### src/rtl/distinct_value_two_class_counter_defines.svh
// Assertion macros shared by the distinct value counter RTL
`ifndef DISTINCT_VALUE_TWO_CLASS_COUNTER_DEFINES_SVH
`define DISTINCT_VALUE_TWO_CLASS_COUNTER_DEFINES_SVH

`ifndef ASSERT_OFF
// same-cycle implication, checked out of reset
`define DVTCC_ASSERT_IMPL(label, clk, rst_n, ante, cons) \
    label: assert property (@(posedge clk) disable iff (!(rst_n)) (ante) |-> (cons)) \
        else $error("assertion failed: implication");
// next-cycle implication, checked out of reset
`define DVTCC_ASSERT_NEXT(label, clk, rst_n, ante, cons) \
    label: assert property (@(posedge clk) disable iff (!(rst_n)) (ante) |=> (cons)) \
        else $error("assertion failed: next-cycle implication");
`else
`define DVTCC_ASSERT_IMPL(label, clk, rst_n, ante, cons)
`define DVTCC_ASSERT_NEXT(label, clk, rst_n, ante, cons)
`endif

`endif

### src/rtl/dvtcc_pkg.sv
// Types, constants and helper functions of the distinct value counter
`timescale 1ns / 1ps

package dvtcc_pkg;

    localparam int TABLE_DEPTH = 64;
    localparam int COUNT_WIDTH = 16;
    localparam int GROUP_SIZE  = 8;
    localparam int NUM_GROUPS  = (TABLE_DEPTH + GROUP_SIZE - 1) / GROUP_SIZE;
    localparam int IDX_W       = 6;
    localparam int USED_W      = 7;
    localparam int VAL_W       = 64;

    // operation codes
    localparam logic [1:0] OP_COUNT = 2'd0;
    localparam logic [1:0] OP_READ  = 2'd1;
    localparam logic [1:0] OP_CLEAR = 2'd2;

    // status codes
    localparam logic [1:0] ST_OK     = 2'd0;
    localparam logic [1:0] ST_FULL   = 2'd1;
    localparam logic [1:0] ST_UNUSED = 2'd2;

    localparam logic [VAL_W-1:0] ABS_MASK = 64'h7FFF_FFFF_FFFF_FFFF;
    localparam logic [VAL_W-1:0] EXP_MASK = 64'h7FF0_0000_0000_0000;

    typedef struct packed {
        logic [1:0]       operation;
        logic             population;
        logic [VAL_W-1:0] value_bits;
        logic [IDX_W-1:0] read_index;
    } t_in_beat;

    typedef struct packed {
        logic [1:0]             status;
        logic                   was_found;
        logic [IDX_W-1:0]       entry_position;
        logic [VAL_W-1:0]       entry_value;
        logic [COUNT_WIDTH-1:0] first_count;
        logic [COUNT_WIDTH-1:0] second_count;
        logic [USED_W-1:0]      entries_used;
    } t_out_beat;

    // one entry as it travels along the gather chain
    typedef struct packed {
        logic [IDX_W-1:0]       position;
        logic [VAL_W-1:0]       value;
        logic [COUNT_WIDTH-1:0] first_count;
        logic [COUNT_WIDTH-1:0] second_count;
    } t_slot;

    // operand broadcast to every cell
    typedef struct packed {
        logic [1:0]        operation;
        logic              population;
        logic [VAL_W-1:0]  value_bits;
        logic [IDX_W-1:0]  read_index;
        logic [USED_W-1:0] used;
    } t_bcast;

    // phase strobes and global flags for the cells
    typedef struct packed {
        logic cmp;
        logic upd;
        logic any_hit;
        logic room;
    } t_ctrl;

    function automatic logic is_nan(input logic [VAL_W-1:0] b);
        return (b & ABS_MASK) > EXP_MASK;
    endfunction

    // IEEE equality on raw bits: signed zeros match, NaN matches nothing
    function automatic logic dbl_equal(input logic [VAL_W-1:0] a, input logic [VAL_W-1:0] b);
        logic res;
        if (is_nan(a) || is_nan(b)) begin
            res = 1'b0;
        end else if (((a & ABS_MASK) == '0) && ((b & ABS_MASK) == '0)) begin
            res = 1'b1;
        end else begin
            res = (a == b);
        end
        return res;
    endfunction

    // saturating increment
    function automatic logic [COUNT_WIDTH-1:0] bump(input logic [COUNT_WIDTH-1:0] c);
        return (c == {COUNT_WIDTH{1'b1}}) ? c : c + 1'b1;
    endfunction

endpackage

### src/rtl/dvtcc_cell.sv
// One table entry: value, two counters, compare and update, gather link
`timescale 1ns / 1ps

module dvtcc_cell #(
    parameter int CELL_POS = 0
) (
    input  logic             i_clk,
    input  logic             i_rst_n,
    input  dvtcc_pkg::t_bcast i_bcast,
    input  dvtcc_pkg::t_ctrl  i_ctrl,
    input  dvtcc_pkg::t_slot  i_link,
    output dvtcc_pkg::t_slot  o_link,
    output logic             o_hit
);

    localparam logic [dvtcc_pkg::IDX_W-1:0]  POS_IDX  = dvtcc_pkg::IDX_W'(CELL_POS);
    localparam logic [dvtcc_pkg::USED_W-1:0] POS_USED = dvtcc_pkg::USED_W'(CELL_POS);

    logic [dvtcc_pkg::VAL_W-1:0]       r_value;
    logic [dvtcc_pkg::COUNT_WIDTH-1:0] r_cnt0;
    logic [dvtcc_pkg::COUNT_WIDTH-1:0] r_cnt1;
    logic                              r_hit;
    logic                              r_rd;
    logic                              r_sel;
    logic                              w_valid;
    logic                              w_append;
    dvtcc_pkg::t_slot                  w_own;

    assign w_valid  = POS_USED < i_bcast.used;
    assign w_append = (i_bcast.operation == dvtcc_pkg::OP_COUNT) && !i_ctrl.any_hit
                      && i_ctrl.room && (i_bcast.used == POS_USED);

    // compare and select flags
    always_ff @(posedge i_clk) begin
        if (!i_rst_n) begin
            r_hit <= 1'b0;
            r_rd  <= 1'b0;
            r_sel <= 1'b0;
        end else begin
            if (i_ctrl.cmp) begin
                r_hit <= w_valid && (i_bcast.operation == dvtcc_pkg::OP_COUNT)
                         && dvtcc_pkg::dbl_equal(i_bcast.value_bits, r_value);
                r_rd  <= w_valid && (i_bcast.operation == dvtcc_pkg::OP_READ)
                         && (i_bcast.read_index == POS_IDX);
            end
            if (i_ctrl.upd) begin
                r_sel <= r_hit || r_rd || w_append;
            end
        end
    end

    // bump on a hit, load on an append
    always_ff @(posedge i_clk) begin
        if (i_ctrl.upd) begin
            if (r_hit) begin
                if (i_bcast.population) begin
                    r_cnt1 <= dvtcc_pkg::bump(r_cnt1);
                end else begin
                    r_cnt0 <= dvtcc_pkg::bump(r_cnt0);
                end
            end else if (w_append) begin
                r_value <= i_bcast.value_bits;
                r_cnt0  <= i_bcast.population ? '0 : dvtcc_pkg::COUNT_WIDTH'(1);
                r_cnt1  <= i_bcast.population ? dvtcc_pkg::COUNT_WIDTH'(1) : '0;
            end
        end
    end

    // merge own entry into the link when selected
    always_comb begin
        w_own.position     = POS_IDX;
        w_own.value        = r_value;
        w_own.first_count  = r_cnt0;
        w_own.second_count = r_cnt1;
        o_link = i_link | (r_sel ? w_own : '0);
    end

    assign o_hit = r_hit;

endmodule
### config.mk
export PLATFORM = sky130hd
export DESIGN_NAME = dvtcc_cell
export DESIGN_NICKNAME = d
export VERILOG_FILES = /design/src/rtl/distinct_value_two_class_counter_defines.svh /design/src/rtl/dvtcc_pkg.sv /design/src/rtl/dvtcc_cell.sv
export SDC_FILE = /design/constraint.sdc
export NUM_CORES = 1
export LEC_CHECK = 0
export ABC_AREA = 0
export BUFFER_PORTS_ARGS = -buffer_cell sky130_fd_sc_hd__buf_2
export CAP_MARGIN = 20
export CORE_ASPECT_RATIO = 0.75
export CORE_MARGIN = 4
export CORE_UTILIZATION = 50
export CTS_CLUSTER_DIAMETER = 80
export DETAILED_ROUTE_END_ITERATION = 8
export PLACE_DENSITY = 0.87
export SLEW_MARGIN = 20
export SYNTH_ARGS = -nofsm -noshare
export SYNTH_HDL_FRONTEND = slang
export SYNTH_SLANG_ARGS = --single-unit
### constraint.sdc
create_clock -name i_clk -period 19.98 [get_ports i_clk]
set_clock_uncertainty 0.05 [all_clocks]
set_input_delay 0.999 -clock i_clk [delete_from_list [all_inputs] [get_ports i_clk]]
set_output_delay 0.999 -clock i_clk [all_outputs]
set_load 0.01 [all_outputs]
; ---- Yosys cells after proc, flatten, opt, wreduce, memory -nomap -nowiden
; Index checks and enable logic that the tools add are counted.
; W data, S select, Z words.
[classes]
n_addsub = 2
n_lt_le_gt_ge = 3
n_eq_ne = 8
muxes = 15
bitwise = 2
n_reduce_logical = 21
[ops]
columns = operator, n
row1 = $logic_not A64 Y1, 2
row2 = $mux W16, 8
row3 = $gt A63 B63 Y1 const B, 2
row4 = $or A102 B96 Y102, 1
row5 = $mux W96, 1
row6 = $eq A64 B64 Y1, 1
row7 = $add A16 B1 Y16 const B, 2
row8 = $eq A16 B16 Y1 const B, 2
row9 = $logic_and A1 B1 Y1, 8
row10 = $ne A2 B2 Y1 const B, 4
row11 = $reduce_and A4 Y1, 2
row12 = $logic_not A7 Y1, 1
row13 = $lt A1 B7 Y1 const A, 1
row14 = $logic_not A6 Y1, 1
row15 = $mux W1, 6
row16 = $logic_or A1 B1 Y1, 3
row17 = $reduce_and A3 Y1, 1
row18 = $eq A2 B1 Y1 const B, 1
row19 = $logic_not A2 Y1, 1
row20 = $reduce_bool A2 Y1, 1
row21 = $logic_not A1 Y1, 1
row22 = $not A1 Y1, 1
[totals]
reg_bits = 99
inputBits = 188
output_inout_bits = 103
elab_cells = 57

; ---- Longest topological paths before layout
; Gate-level depths: netlist (run 1).
[depth]
word_depth = 7
mapped_depth = 6
mapped_depth_nobuf = 6

; ---- Worst setup path after synthesis (run 1)
; OpenSTA, ideal clock, no wires.
[synth_timing]
path_type = input-to-reg
startpoint = in i_bcast[3] in the netlist's numbering
endpoint = reg r_cnt1[0] in the netlist's numbering (enable)
setup_ns = 0.374
arrival_time_ns = 7.023
t_required_ns = 19.556
slack_ns = 12.533
cell_stages = 5
path_buffers = 0
cell_sequence = nor4_1 > nand2_1 > nand4bb_1 > nor3b_1 > a41o_1
[synth_between]
elab_chain_cells = 4
[synth_rtl]
columns = item, line
row1 = "start, declared", dvtcc_cell.sv:9  ; input dvtcc_pkg::t_bcast i_bcast,
row2 = $logic_not A7 Y1, dvtcc_cell.sv:31  ; && i_ctrl.room && (i_bcast.used == POS_USED);
row3 = $logic_and A1 B1 Y1, dvtcc_cell.sv:31
row4 = $reduce_bool A2 Y1 (no source line), n/a
row5 = $reduce_and A4 Y1 (no source line), n/a
row6 = "end signal, assigned", dvtcc_cell.sv:57  ; r_cnt1 <= dvtcc_pkg::bump(r_cnt1);
row7 = "end signal, assigned", dvtcc_cell.sv:64  ; r_cnt1 <= i_bcast.population ? dvtcc_pkg::COUNT_WIDTH'(1) : '0;
row8 = "end, declared", dvtcc_cell.sv:21  ; logic [dvtcc_pkg::COUNT_WIDTH-1:0] r_cnt1;
; Every way passes these cells.
; A chain may end at the register's enable or synchronous reset.

; ---- Worst setup path in the final report (run 1)
[layout_timing]
startpoint = in i_bcast[3] in the netlist's numbering
endpoint = reg r_cnt1[4] in the netlist's numbering (enable)
; Same word-level chain as after synthesis.

==> out/results.txt, run 1 <==
CTS resizes = 0
Clock share of power = 38.8%
Worst-Skew Late Latency = 340 ps
CP top delay family = simple AND/OR/NAND/NOR gates
Height of the die = 100 um
PortBufs = 278
Drt via density = 5.89
Outcome = completed
Placed insts = 887
Worst stage delay on the critical path = 660 ps
Worst R2R End = o_hit$_SDFFE_PN0P_
Synthesized net count = 680
First-pass GRT wire length = 27.5 mm
1st-iter DRT viols = 520
Drt wl/cell = 20.7 um
Setup TNS = 0 ps
Final core utilization = 67.7%
TritonCTS clock tree = done
Data required time of the worst path = 19900 ps
Crit. path cell count = 7
Core footprint = 11000 um2
Tmin final = 3480 ps
CTS Sinks = 99
Sw Ratio = 22.5%
Final ANT Viol Nets = 0
Slew margin rel. = 34.1%
FP Rows = 33
Clock root cell = clkbuf_16
Max-slew violation count = 0
Sequential fraction of the synthesis area = 51.9%
Reg-to-reg setup timing slack = 17370 ps
Number of buffers and inverters on the critical path = 2
Final worst-path cycle share = 17.4%
NumNets Final = 948
Post-synth EDFFs = 96
Mapped Cells = 490
Clock buffers created by TritonCTS = 9
Synthesis-stage register bit count = 99
Highest-delay cell along the critical path = buf_4
DRC Markers = 0
Aggregate global-route resource usage = 27.3%
Most used flip-flop cell after synthesis = edfxtp_1
# IOs = 291
R2R depth = 6
Post-Layout Cell Count = 902
Syn Area/Cell = 11.6 um2
Netlist Area Pre-Place = 5670 um2
Worst Path Class, Setup = input port to flip-flop
P_sw = 106 uW
CP Launch Type = input port
Post-synth cell types = 38
Critical path arrival = 3400 ps
Antenna cells = 0
Clock Path Buffers = 2
Critical-path cell list = buf_2 -> nor4_1 -> nand2_1 -> nand4bb_1 -> nor3b_2 -> buf_4 -> a41o_1
H-tree lvl count = 3
Worst setup endpoint = r_cnt1[4]$_SDFFCE_PN0P_
Commonest non-fill, non-tap cells in the layout = buf_2 (278), a21o_1 (96), edfxtp_1 (96), xnor2_1 (48), nor4_1 (43)
Share of layout cells above drive strength 1 = 39.5%
Fmax = 0.287 GHz
Initial Utilization = 51.5%
Critical Path Fanout Max = 65
Comb power frac = 12.7%
Hold-fix buffers, CTS = 0
Drt pass-1 iters = 6
Die Area = 13100 um2
Grt ovf = 0
Total Routed Length = 18.7 mm
DP HPWL = 14.7 mm
Routed via count = 5316
Hold violation total from the final report = 0
Placer Congestion = 0.916
Int Pwr = 366 uW
Critical path startpoint = i_bcast[3]
Max VDD drop = 0.0000412 V
DIE WIDTH = 131 um
Pwr/cell area = 63.3 nW/um2
Asr flop ratio synth = 0%
Most common cell after layout, fill and taps aside = buf_2
Antenna violations before repair = 0
Worst-margin pin slew = 988 ps
CTS clk-pin slew, worst paths = 70 ps
Share of power burned in registers = 48.5%
Worst flop-to-flop path startpoint = r_value[2]$_DFFE_PP_
Vias in the first global route = 5147
Setup Viol. Count Final = 0
P_leak = 3.38 nW
Largest net degree at the start of global routing = 98
Hold Crit Class = flip-flop to flip-flop
Worst setup EP type = flip-flop
Unrepaired setup endpoints after global routing = no
Max Cap Viol = 0
Synthesis-to-layout area growth = 31.5%
Postcts setup bufs = 0
Synthesis Warnings = 0
[power groups by stage]
stage               Combinational, mW  Clock, mW  Sequential [mW]
floorplan                      0.0258          0            0.231
global placement               0.0581          0            0.233
detailed placement             0.0597          0            0.233
CTS                            0.0601      0.185            0.229
global route                   0.0651      0.193            0.229
finish                         0.0601      0.183            0.229
[layer usage]
metal / part of all wire, % / global-route usage (%)
met1: 40 / 36.6
met2: 48 / 44.9
met3: 9.3 / 6.22
met4: 2.4 / 6.96
met5: 0 / 0
[cell families after synthesis]
kind of cell,Yosys count,share of synthesized area (%)
compound gates,124,16.0
xor+xnor,82,12.7
fa+ha+maj,2,0.441
buf+inv,25,2.05
flops,99,51.9
mux,3,0.529
simple gates,155,16.4
[through the flow]
step	setup WS (ps)	area (um2)	total power [mW]	hold slack, ps
detailed placement	16180	7150	0.293	421
global route	16360	7460	0.487	460
global placement	16330	7150	0.291	411
floorplan	12530	5670	0.257	399
CTS	16530	7460	0.474	431
finish	16500	7460	0.472	425
[synth_stat cells (all sizes together) (3+ instances only)]
| cell type | instances | share of area, % |
|---|---|---|
| buf | 9 | 0.99 |
| a21o | 96 | 13 |
| nor4 | 45 | 5.2 |
| a21boi | 11 | 1.5 |
| dfxtp | 3 | 1.1 |
| xnor2 | 48 | 7.4 |
| xor2 | 34 | 5.2 |
| and2 | 20 | 2.2 |
| mux2i | 3 | 0.53 |
| o21ai | 12 | 1.1 |
| nor2 | 7 | 0.46 |
| or3 | 11 | 1.2 |
| nand2 | 22 | 1.5 |
| and3 | 5 | 0.55 |
| nand4 | 26 | 3.1 |
| nand3 | 9 | 0.79 |
| clkbuf | 14 | 0.93 |
| edfxtp | 96 | 51 |
[registers in the layout, indices dropped and copies added (netlist names)]
name and count:
r_value 64, r_cnt0 16, r_cnt1 16, o_hit 1, r_rd 1, r_sel 1
[area by class of cell]
type	instances	area [um2]
tap	140	175
clock buffer	10	229
inverter	2	7.51
clock inverter	5	78.8
sequential	99	2950
fill	852	3560
timing repair buffer	280	1410
multi-input combinational	366	2620
[tightest hold or removal path: cells and delay by family, from the launching register on]
| kind | cells | cell delay [ps] |
|---|---|---|
| AOI/OAI and AO/OA | 1 | 50 |
| DFF | 1 | 310 |
| and+or+nand+nor | 1 | 70 |
[worst min path at each step]
stage	startpoint	end	cells after the start
after floorplan	r_rd$_SDFFE_PN0P_	r_rd$_SDFFE_PN0P_	2
after global placement	r_rd$_SDFFE_PN0P_	r_rd$_SDFFE_PN0P_	2
after detailed placement	r_rd$_SDFFE_PN0P_	r_rd$_SDFFE_PN0P_	2
after CTS	r_rd$_SDFFE_PN0P_	r_rd$_SDFFE_PN0P_	2
after global routing	r_rd$_SDFFE_PN0P_	r_rd$_SDFFE_PN0P_	2
final	r_rd$_SDFFE_PN0P_	r_rd$_SDFFE_PN0P_	2
No activity file was read; power rests on OpenSTA's default activity.
==> inputs of run 2 (changes only) <==
--- a/config.mk
+++ b/config.mk
@@ -10,10 +10,10 @@
 export CAP_MARGIN = 20
 export CORE_ASPECT_RATIO = 0.75
 export CORE_MARGIN = 4
-export CORE_UTILIZATION = 50
+export CORE_UTILIZATION = 46
 export CTS_CLUSTER_DIAMETER = 80
 export DETAILED_ROUTE_END_ITERATION = 8
-export PLACE_DENSITY = 0.87
+export PLACE_DENSITY = 0.81
 export SLEW_MARGIN = 20
 export SYNTH_ARGS = -nofsm -noshare
 export SYNTH_HDL_FRONTEND = slang
==> constraint.sdc (replaced) <==
create_clock -name i_clk -period 3.6 [get_ports i_clk]
set_clock_uncertainty 0.05 [all_clocks]
set_input_delay 0.18 -clock i_clk [delete_from_list [all_inputs] [get_ports i_clk]]
set_output_delay 0.18 -clock i_clk [all_outputs]
set_load 0.01 [all_outputs]
==> run 2 against run 1 <==
Net effect:
- clock-buffer cell count unchanged
- power rose to 5.2 times the previous value
- register-to-register slack worse by 16000 ps
- sequential power rose to 5.5 times the previous value
- hold slack worse by 420 ps
- utilization down 4.4 points
- sequential share of layout area down 0.092 points
- non-clock buffer count up 3
- largest power group unchanged
==> out/results.txt, run 2 (synthesized netlist as in run 1, its figures left out) <==
Outcome = completed
Final ANT Viol Nets = 0
PortBufs = 278
Max VDD drop = 0.000231 V
Unrepaired setup endpoints after global routing = no
Slew margin rel. = 32.6%
Share of layout cells above drive strength 1 = 39.2%
Vias in the first global route = 5011
Final worst-path cycle share = 70.0%
Grt ovf = 0
Hold-fix buffers, CTS = 2
Critical Path Fanout Max = 3
P_leak = 3.36 nW
Height of the die = 104 um
Share of power burned in registers = 51.3%
Setup TNS = 0 ps
DRC Markers = 0
First-pass GRT wire length = 27.9 mm
P_sw = 586 uW
Routed via count = 5182
TritonCTS clock tree = done
Clock share of power = 35.0%
Worst Path Class, Setup = flip-flop to flip-flop
Initial Utilization = 48.0%
Max Cap Viol = 0
Max reg flops = 64
Die Area = 14200 um2
Postcts setup bufs = 0
Hold WS = 7.38 ps
CTS clk-pin slew, worst paths = 70 ps
# IOs = 291
Comb power frac = 13.6%
Worst setup EP type = flip-flop
Dpl cell area = 7190 um2
Hold Crit Class = input port to flip-flop
Data required time of the worst path = 3820 ps
Max-slew violation count = 0
Placer Congestion = 0.924
Finished Cell Area = 7480 um2
Antenna violations before repair = 0
Most common cell after layout, fill and taps aside = buf_2
FP Rows = 34
Largest net degree at the start of global routing = 98
DP HPWL = 15.1 mm
H-tree lvl count = 3
Commonest non-fill, non-tap cells in the layout = buf_2 (278), a21o_1 (96), edfxtp_1 (96), xnor2_1 (48), nor4_1 (43)
Clock buffers created by TritonCTS = 9
NumNets Final = 951
Synthesis-to-layout area growth = 31.8%
Total Routed Length = 18.9 mm
Drt pass-1 iters = 5
Drt wl/cell = 20.4 um
Critical path arrival = 2740 ps
Sw Ratio = 23.7%
CTS resizes = 0
Aggregate global-route resource usage = 25.5%
Fmax = 0.397 GHz
Worst-margin pin slew = 1010 ps
Tmin final = 2520 ps
1st-iter DRT viols = 383
Top Registers = r_value: 64 flops, r_cnt0: 16 flops, r_cnt1: 16 flops
Worst-Skew Late Latency = 340 ps
Clock Path Buffers = 2
CP Launch Type = flip-flop
DIE WIDTH = 136 um
Biggest register = r_value
Clock root cell = clkbuf_16
Drt via density = 5.58
Core footprint = 11800 um2
Int Pwr = 1.89 mW
CTS Sinks = 99
Setup Viol. Count Final = 0
Pwr/cell area = 331 nW/um2
Antenna cells = 0
Hold violation total from the final report = 0
Final core utilization = 63.2%
[run 2: changes by cell type in the layout (fill, tap and decap cells not counted)]
cell           previous run  this run
bufinv_16                 2         0
clkinv_1                  0         2
clkinv_4                  1         0
clkinvlp_4                0         2
dlygate4sd3_1             0         3
nor3b_2                   1         0
nor3b_4                   0         1
[run 2: layer usage]
metal	global-route usage, %	vias to the layer above	part of all wire (%)	wire length (um)
met2	42.3	243	49	9170
met5	0	-	0	0
met3	5.51	22	8.9	1690
met1	34.4	2499	41	7770
met4	5.68	0	1.4	271
li1	-	2418	-	-
[run 2: power by group through the flow]
stage               logic (mW)  registers [mW]  clock network (mW)
global route             0.364            1.27               0.933
detailed placement       0.334            1.30                   0
CTS                      0.338            1.27               0.880
floorplan                0.143            1.28                   0
global placement         0.331            1.30                   0
finish                   0.338            1.27               0.867
[run 2: critical path, cell delays in order, from the launching register on]
cell and delay, ps:
edfxtp_1 450, nor4_1 550, nand4_1 160, nor4_1 520
o211ai_1 190, or4_1 450, o211ai_2 90
[run 2: path summary, 6_finish.rpt]
kind,from,end,slack (ps),cells after the start
worst max-delay path,r_value[24]$_DFFE_PP_,o_hit$_SDFFE_PN0P_,1080,6
worst min-delay path,i_bcast[64],r_value[51]$_DFFE_PP_,7,1
worst max register to register,r_value[24]$_DFFE_PP_,o_hit$_SDFFE_PN0P_,1080,6
worst min register to register,r_rd$_SDFFE_PN0P_,r_rd$_SDFFE_PN0P_,440,2
[run 2: area by class of cell]
class,count,area (um2)
Clock inverter,6,32.5
Tap cell,162,203
Multi-Input combinational cell,366,2630
Fill cell,1005,4350
Timing Repair Buffer,283,1440
Clock buffer,10,229
Inverter,2,7.51
Sequential cell,99,2950
[run 2: through the flow]
step	total power [mW]	setup slack [ps]	instances
3_5_place_dp	1.63	1090	909
3_3_place_gp	1.63	1210	909
5_1_grt	2.57	1010	928
2_1_floorplan	1.43	124	490
6_report	2.48	1080	928
4_1_cts	2.49	1070	927
==> inputs of run 3 (changes only) <==
==> constraint.sdc (replaced) <==
create_clock -name i_clk -period 2.4 [get_ports i_clk]
set_clock_uncertainty 0.05 [all_clocks]
set_input_delay 0.12 -clock i_clk [delete_from_list [all_inputs] [get_ports i_clk]]
set_output_delay 0.12 -clock i_clk [all_outputs]
set_load 0.01 [all_outputs]
==> run 3 against run 2 <==
Net effect:
- die area is the same
- register-to-register slack lost 1000 ps
- routed wire length grew 11%
- first-iteration DRC count grew 33%
- final cell count grew 7.4%
- design area grew 10%
- critical path type unchanged
==> out/results.txt, run 3 (synthesized netlist as in run 1, its figures left out) <==
Postcts setup bufs = 0
Synthesis-to-layout area growth = 45.3%
Critical path startpoint = r_value[10]$_DFFE_PP_
NumNets Final = 1020
Register area = 2950 um2
CTS clk-pin slew, worst paths = 70 ps
Max Cap Viol = 0
Die Area = 14200 um2
Hold Crit Class = input port to flip-flop
Critical Path Fanout Max = 3
Routed via count = 5723
Finished Cell Area = 8250 um2
Max-slew violation count = 0
Fillers = 919
H-tree lvl count = 3
DP HPWL = 15.9 mm
DIE WIDTH = 136 um
Tmin final = 2340 ps
Commonest non-fill, non-tap cells in the layout = buf_2 (278), a21o_1 (96), edfxtp_1 (96), dlygate4sd3_1 (65), xnor2_1 (48)
Clock Path Buffers = 2
Fmax = 0.428 GHz
Share of layout cells above drive strength 1 = 37.5%
Initial Utilization = 48.0%
Aggregate global-route resource usage = 28.6%
Critical path arrival = 2550 ps
Final WS setup = 62.9 ps
Pwr/cell area = 480 nW/um2
Max reg flops = 64
Hold Crit Start = i_ctrl[3]
Top Registers = r_value: 64 flops, r_cnt0: 16 flops, r_cnt1: 16 flops
Antenna violations before repair = 0
Total Routed Length = 21.0 mm
Setup Viol. Count Final = 0
1st-iter DRT viols = 509
Data required time of the worst path = 2620 ps
Multi-input gate area = 2670 um2
CTS Sinks = 99
Core footprint = 11800 um2
Worst flop-to-flop path startpoint = r_value[10]$_DFFE_PP_
PortBufs = 278
Drt via density = 5.74
Hold violation total from the final report = 0
Worst setup EP type = flip-flop
Largest net degree at the start of global routing = 65
Clock buffers created by TritonCTS = 9
P_leak = 3.71 nW
Drt pass-1 iters = 5
# IOs = 291
Worst Path Class, Setup = flip-flop to flip-flop
Worst-Skew Late Latency = 340 ps
DP Worst Slack = 167 ps
Biggest register = r_value
Dpl cell area = 7290 um2
Placer Congestion = 0.936
Drt wl/cell = 21.1 um
Grt ovf = 0
Final core utilization = 69.7%
Vias in the first global route = 5663
First-pass GRT wire length = 31.6 mm
Final ANT Viol Nets = 0
Worst-margin pin slew = 653 ps
DRC Markers = 0
Max VDD drop = 0.000479 V
Height of the die = 104 um
Clock root cell = clkbuf_16
Antenna cells = 0
TritonCTS clock tree = done
Final worst-path cycle share = 97.4%
Unrepaired setup endpoints after global routing = no
Slew margin rel. = 56.5%
Outcome = completed
CP Launch Type = flip-flop
FP Rows = 34
Most common cell after layout, fill and taps aside = buf_2
-- run 3: cell types whose count changed in the layout (fill, tap and decap cells not counted), sizes merged --
cell | before | now
buf | 280 | 287
bufinv | 0 | 1
clkbuf | 10 | 9
clkinv | 4 | 5
clkinvlp | 2 | 1
dlygate4sd3 | 3 | 65
-- run 3: metrics by stage --
step	hold slack [ps]	power, mW	setup TNS [ps]	instances
2_1_floorplan	169	2.14	-44930	490
3_3_place_gp	190	2.46	0	916
3_5_place_dp	190	2.46	0	916
4_1_cts	11.1	3.96	0	997
5_1_grt	17.5	4.08	0	997
6_report	17.9	3.96	0	997
-- run 3: critical path, stage by stage (launching register included) --
cell	delay, ps
edfxtp_1	440
nor4_1	480
nand4_1	150
nor4_1	460
o211ai_1	170
or4_1	440
o211ai_2	90
-- run 3: per-layer routing --
metal,up-vias,track usage (%),routed length (um)
li1,2565,-,-
met3,38,6.67,2210
met2,414,48.3,10200
met4,0,6.47,366
met5,-,0,0
met1,2706,37.3,8230
-- run 3: layout make-up --
| cell class | instances | area share [%] |
|---|---|---|
| multi-input combinational | 366 | 32.4 |
| clock buffer | 9 | 2.73 |
| timing repair buffer | 352 | 25.7 |
| sequential | 99 | 35.7 |
| tap | 162 | 2.46 |
| clock inverter | 7 | 0.835 |
| inverter | 2 | 0.0910 |
-- run 3: final timing paths --
path / to / cells past startpoint / slack, ps
setup / recovery: o_hit$_SDFFE_PN0P_ / 6 / 60
hold / removal: o_hit$_SDFFE_PN0P_ / 2 / 20
setup reg to reg: o_hit$_SDFFE_PN0P_ / 6 / 60
hold reg to reg: r_rd$_SDFFE_PN0P_ / 2 / 450
-- run 3: report_power, final --
group | leakage, nW | total, mW | internal (mW) | switching (mW)
registers | 0.967 | 1.90 | 1.88 | 0.0128
clock network | 0.143 | 1.44 | 0.805 | 0.630
logic | 2.60 | 0.629 | 0.331 | 0.299
total | 3.71 | 3.96 | 3.02 | 0.942
-- run 3: timing repair --
action / CTS / global route
setup endpoints to repair: 0 / 1
resized for setup: 0 / 2
hold buffers: 65 / 0
endpoints found under the hold margin: 64 / 0
